$ cat config.mk
export PLATFORM = sky130hd
export DESIGN_NAME = rptw_ctrl
export DESIGN_NICKNAME = d
export VERILOG_FILES = /design/src/rtl/core/rptw_pkg.sv /design/src/rtl/core/rptw_ctrl.sv
export SDC_FILE = /design/constraint.sdc
export NUM_CORES = 1
export LEC_CHECK = 0
export ABC_CLOCK_PERIOD_IN_PS = 2490
export BUFFER_PORTS_ARGS = -buffer_cell sky130_fd_sc_hd__buf_2
export CAP_MARGIN = 15
export CORE_MARGIN = 3
export CORE_UTILIZATION = 36
export DETAILED_ROUTE_END_ITERATION = 16
export GPL_TIMING_DRIVEN = 0
export SLEW_MARGIN = 40
export SYNTH_ARGS = -nofsm -noshare
export SYNTH_HDL_FRONTEND = slang
export SYNTH_SLANG_ARGS = --single-unit
$ cat constraint.sdc
create_clock -name i_clk -period 2.49 [get_ports i_clk]
set_input_delay 0.3735 -clock i_clk [delete_from_list [all_inputs] [get_ports i_clk]]
set_output_delay 0.3735 -clock i_clk [all_outputs]
set_load 0.005 [all_outputs]
$ cat src/rtl/core/rptw_pkg.sv
// Shared widths, codes and controller/datapath interface types for the page table walker.
`timescale 1ns / 1ps

package rptw_pkg;

    // Fixed field widths
    localparam int REQ_W     = 2;
    localparam int VPN_W     = 45;
    localparam int PAGE_W    = 52;
    localparam int ENTRY_W   = PAGE_W + 1;
    localparam int STAT_W    = 2;
    localparam int CFG_W     = 10;
    localparam int CFG_IDX_W = 1;

    // Request kinds
    localparam logic [REQ_W-1:0] REQ_QUERY = 2'd0;
    localparam logic [REQ_W-1:0] REQ_MAP   = 2'd1;
    localparam logic [REQ_W-1:0] REQ_UNMAP = 2'd2;
    localparam logic [REQ_W-1:0] REQ_NONE  = 2'd3;

    // Result status codes
    localparam logic [STAT_W-1:0] ST_OK        = 2'd0;
    localparam logic [STAT_W-1:0] ST_NO_MAP    = 2'd1;
    localparam logic [STAT_W-1:0] ST_NO_FRAMES = 2'd2;

    // Configuration register indexes
    localparam logic [CFG_IDX_W-1:0] CFG_ROOT_FRAME = 1'd0;
    localparam logic [CFG_IDX_W-1:0] CFG_FIRST_FREE = 1'd1;

    // Commands from controller to datapath
    typedef struct packed {
        logic              clr_step;
        logic              load_req;
        logic              mod_root;
        logic              mod_entry;
        logic              adv_level;
        logic              mark_missing;
        logic              alloc_write;
        logic              leaf_write;
        logic              unmap_write;
        logic              set_result;
        logic [STAT_W-1:0] result_code;
        logic              phys_sel;
        logic              out_load;
    } t_dp_cmd;

    // Status from datapath to controller
    typedef struct packed {
        logic             clr_last;
        logic             mod_done;
        logic             entry_valid;
        logic             level_last;
        logic             level_pre_last;
        logic             fits;
        logic             out_free;
        logic [REQ_W-1:0] kind;
    } t_dp_sts;

endpackage

$ cat src/rtl/core/rptw_ctrl.sv
// Walker controller: sequences clearing, table reads, allocation, leaf writes and the result beat.
`timescale 1ns / 1ps

module rptw_ctrl (
    input  logic                       i_clk,
    input  logic                       i_rst_n,
    input  logic                       i_in_valid,
    output logic                       o_in_stall,
    input  logic [rptw_pkg::REQ_W-1:0] i_req_type,
    input  rptw_pkg::t_dp_sts          i_sts,
    output rptw_pkg::t_dp_cmd          o_cmd
);
    import rptw_pkg::*;

    typedef enum logic [8:0] {
        S_CLEAR     = 9'b000000001,
        S_IDLE      = 9'b000000010,
        S_MOD_WAIT  = 9'b000000100,
        S_RD_WAIT   = 9'b000001000,
        S_EVAL      = 9'b000010000,
        S_ALLOC_CHK = 9'b000100000,
        S_ALLOC_WR  = 9'b001000000,
        S_LEAF_WR   = 9'b010000000,
        S_RESP      = 9'b100000000
    } t_state;

    t_state r_state;
    t_state n_state;

    // Next state and commands
    always_comb begin
        n_state = r_state;
        o_cmd   = '0;
        unique case (r_state)
            S_CLEAR: begin
                o_cmd.clr_step = 1'b1;
                if (i_sts.clr_last) begin
                    n_state = S_IDLE;
                end
            end
            S_IDLE: begin
                if (i_in_valid) begin
                    o_cmd.load_req = 1'b1;
                    if (i_req_type == REQ_NONE) begin
                        o_cmd.set_result  = 1'b1;
                        o_cmd.result_code = ST_OK;
                        n_state           = S_RESP;
                    end else begin
                        o_cmd.mod_root = 1'b1;
                        n_state        = S_MOD_WAIT;
                    end
                end
            end
            S_MOD_WAIT: begin
                if (i_sts.mod_done) begin
                    n_state = S_RD_WAIT;
                end
            end
            S_RD_WAIT: begin
                n_state = S_EVAL;
            end
            S_EVAL: begin
                if (i_sts.kind == REQ_MAP) begin
                    // Find the first missing interior level
                    priority if (i_sts.level_last) begin
                        n_state = S_ALLOC_CHK;
                    end else if (!i_sts.entry_valid) begin
                        o_cmd.mark_missing = 1'b1;
                        n_state            = S_ALLOC_CHK;
                    end else begin
                        o_cmd.mod_entry = 1'b1;
                        o_cmd.adv_level = 1'b1;
                        n_state         = S_MOD_WAIT;
                    end
                end else begin
                    // Query or unmap: follow to the leaf
                    priority if (!i_sts.entry_valid) begin
                        o_cmd.set_result  = 1'b1;
                        o_cmd.result_code = ST_NO_MAP;
                        n_state           = S_RESP;
                    end else if (i_sts.level_last) begin
                        o_cmd.set_result  = 1'b1;
                        o_cmd.result_code = ST_OK;
                        if (i_sts.kind == REQ_QUERY) begin
                            o_cmd.phys_sel = 1'b1;
                        end else begin
                            o_cmd.unmap_write = 1'b1;
                        end
                        n_state = S_RESP;
                    end else begin
                        o_cmd.mod_entry = 1'b1;
                        o_cmd.adv_level = 1'b1;
                        n_state         = S_MOD_WAIT;
                    end
                end
            end
            S_ALLOC_CHK: begin
                priority if (!i_sts.fits) begin
                    o_cmd.set_result  = 1'b1;
                    o_cmd.result_code = ST_NO_FRAMES;
                    n_state           = S_RESP;
                end else if (i_sts.level_last) begin
                    n_state = S_LEAF_WR;
                end else begin
                    n_state = S_ALLOC_WR;
                end
            end
            S_ALLOC_WR: begin
                o_cmd.alloc_write = 1'b1;
                if (i_sts.level_pre_last) begin
                    n_state = S_LEAF_WR;
                end
            end
            S_LEAF_WR: begin
                o_cmd.leaf_write  = 1'b1;
                o_cmd.set_result  = 1'b1;
                o_cmd.result_code = ST_OK;
                n_state           = S_RESP;
            end
            S_RESP: begin
                if (i_sts.out_free) begin
                    o_cmd.out_load = 1'b1;
                    n_state        = S_IDLE;
                end
            end
            default: begin
                n_state = S_IDLE;
            end
        endcase
    end

    // State register
    always_ff @(posedge i_clk) begin
        if (!i_rst_n) begin
            r_state <= S_CLEAR;
        end else begin
            r_state <= n_state;
        end
    end

    assign o_in_stall = r_state != S_IDLE;

endmodule

==> flow_metrics.tcl <==
set metrics [dict create \
    path_class "flop to primary output" \
    layout_commonest_cell "buf_2" \
    crit_path_end_kind "primary output" \
    async_flop_share_pct 0 \
    maxCapViolations 0 \
    place_congestion 0.774 \
    timing.rr.start "r_state[2]" \
    detail_route.first_pass.iterations 4 \
    grt_antenna_before_repair 0 \
    clk_latency_ns 0.26 \
    reg_top3 "r_state x9" \
    cts_made_buffers 3 \
    synth_edf_count 0 \
    synth.avg_cell_area_um2 7.41 \
    crit_path_cell_trace "nor3_4, and2_4, or4b_1, o211ai_2, buf_2" \
    drv_slew 0 \
    regArea_um2 180 \
    postSynthCellCount 99 \
    fin_crit_sh_pct 90.0 \
    r2r_slack_ns 0.76 \
    holdPathEnd "r_state[0]" \
    hp-start "i_sts[8]" \
    holdPathStages 2 \
    hpwlAfterDp_mm 1.54 \
    place.port_buffers 28 \
    post_drt_via_cell_ratio 5.31 \
    antennaDiodeCount 0 \
    reg2regPathDepth 6 \
    max-vdd-ir-drop_mv 0.232 \
    synth_cell_types 36 \
    fp.dieH_um 51.1 \
    cp-start-kind "flop" \
    slew_headroom_pct 71.0 \
    cp_max_fo 7 \
    num_rows 15 \
    ys_seq_area_share_pct 24.6 \
    hold_ws_ns 0.321 \
    min_path_type "primary input to flop" \
    cellLeakagePower_nw 0.443 \
    hold_violations 0 \
    cp_top_family "simple AND/OR/NAND/NOR gates" \
    drive_above_1_share_pct 32.1 \
    r2r_end "r_state[4]" \
    rsz0062_at_grt "no" \
    grt_pass1_vias 745 \
    critPathSlowestCell "or4b_1" \
    overflow 0 \
    cts-root-buf "clkbuf_4" \
    multi_input_area_um2 517 \
    drtIter0Drc 15 \
    cts_max_path_buffers 2 \
    path_clk_slew_ns 0.06 \
    drc 0 \
    core_area_um2 1820 \
    avgRoutedWirePerCell_um 12.4 \
    fin_skew_ns 0.00129 \
    yosysTopAreaCellShare_pct 24.6 \
    die_area_um2 2610 \
    wl_mm 1.93 \
    grt_usage_pct 16.5 \
    synth_flop_cell "dfxtp_1" \
    mostFrequentLayoutCells "buf_2, nor2_1, dfxtp_1" \
    area_growth_pct 27.8 \
    worstPathArrival_ns 1.87 \
    fmax_ghz 0.446 \
    fillCellCount 204 \
    tns_ns 0 \
    worst_pin_slew_ns 0.435 \
    grt_pass1_wl_mm 3.30 \
    yosysWarnings 0 \
    setup_violations 0 \
    initial_core_util_pct 40.3 \
    required_ns 2.12 \
    status "completed" \
    pin_count 29 \
    nets 146 \
    grt_max_degree 11 \
    cts_tree "done" \
    largest_reg_flops 9 \
    powerDensity_nw_per_um2 374 \
    antenna_left 0 \
    syn-cell-area_um2 733 \
    crit_buf_inv 1 \
    period_minus_slack_ns 2.24 \
    synth_nets 113 \
    ys_ff_latch 9 \
    cpPeakStageDelay_ns 0.47 \
    vias 828 \
    synth.area.top_cells "dfxtp_1, nor2_1, nor4_1" \
    top_register "r_state" \
    yosys.area.top_type "dfxtp_1" \
    htreeDepth 1 \
    chipWidth_um 51.1 \
    cts.sinks 9 \
]
[worst max path at each step]
stage	start	endpoint	slack, ns	cells past startpoint
after global placement	r_state[2]	o_cmd[1]	0.52	6
final	r_state[3]	o_cmd[4]	0.25	5
after floorplan	r_state[2]	o_cmd[10]	0.78	6
after global routing	r_state[8]	o_cmd[1]	0.004	6
after CTS	r_state[2]	o_cmd[1]	0.23	6
after detailed placement	r_state[2]	o_cmd[1]	0.53	6
[cell usage after synthesis (all sizes together), types with 2 or more instances]
cell / n
dfxtp: 9
clkbuf: 2
nor3: 5
nor3b: 3
nand3b: 2
nor2: 17
buf: 2
a21oi: 2
o211ai: 2
nand2: 7
and3: 2
and4b: 2
xor2: 3
o21ai: 2
nand2b: 2
o21a: 2
inv: 6
and4: 3
nand4: 4
and2: 3
nand3: 5
nor4: 5
nor2b: 3
[final cells by class]
cell class	count	share of cell area [%]
Sequential cell	9	19.2
Tap cell	25	3.34
Inverter	6	2.40
Multi-Input combinational cell	80	55.1
Timing Repair Buffer	28	15.0
Clock buffer	4	2.80
Buffer	4	2.14
[where the power goes]
part,switching (W),internal [W],total [W]
combinational,0.0000444,0.0000370,0.0000814
clock,0.0000511,0.0000618,0.000113
sequential,0.00000721,0.000149,0.000156
total,0.000103,0.000248,0.000351
[stage by stage]
step           cell area, µm²  total power [W]  cells  utilization, %  setup WS [ns]
4_1_cts                   931         0.000356    156            51.1          0.232
3_5_place_dp              905         0.000240    152            49.7          0.529
3_3_place_gp              905         0.000239    152            49.7          0.517
5_1_grt                   937         0.000374    156            51.5        0.00391
2_1_floorplan             733         0.000207     99               -          0.782
6_report                  937         0.000351    156            51.5          0.249
[routing by layer]
| layer | GRT usage (%) | part of all wire [%] | vias up |
|---|---|---|---|
| met3 | 6.12 | 5.7 | 0 |
| met5 | 0 | 0 | - |
| met2 | 25.1 | 45 | 21 |
| met4 | 1.35 | 0 | 0 |
| li1 | - | - | 426 |
| met1 | 22.9 | 49 | 381 |
[logic make-up after synthesis]
group | Yosys count | synth area share [%]
buffers and inverters | 10 | 5.80
AND/OR/NAND/NOR | 65 | 53.1
XOR/XNOR | 3 | 3.58
AO/OA/AOI/OAI | 12 | 13.0
flip-flops | 9 | 24.6
[repair_timing]
item,in CTS,in global routing
endpoints found under the setup margin,0,1
buffers inserted,0,0
hold buffers,0,0
resized for setup,0,1
Note: power is estimated with default switching activity, not from simulation.
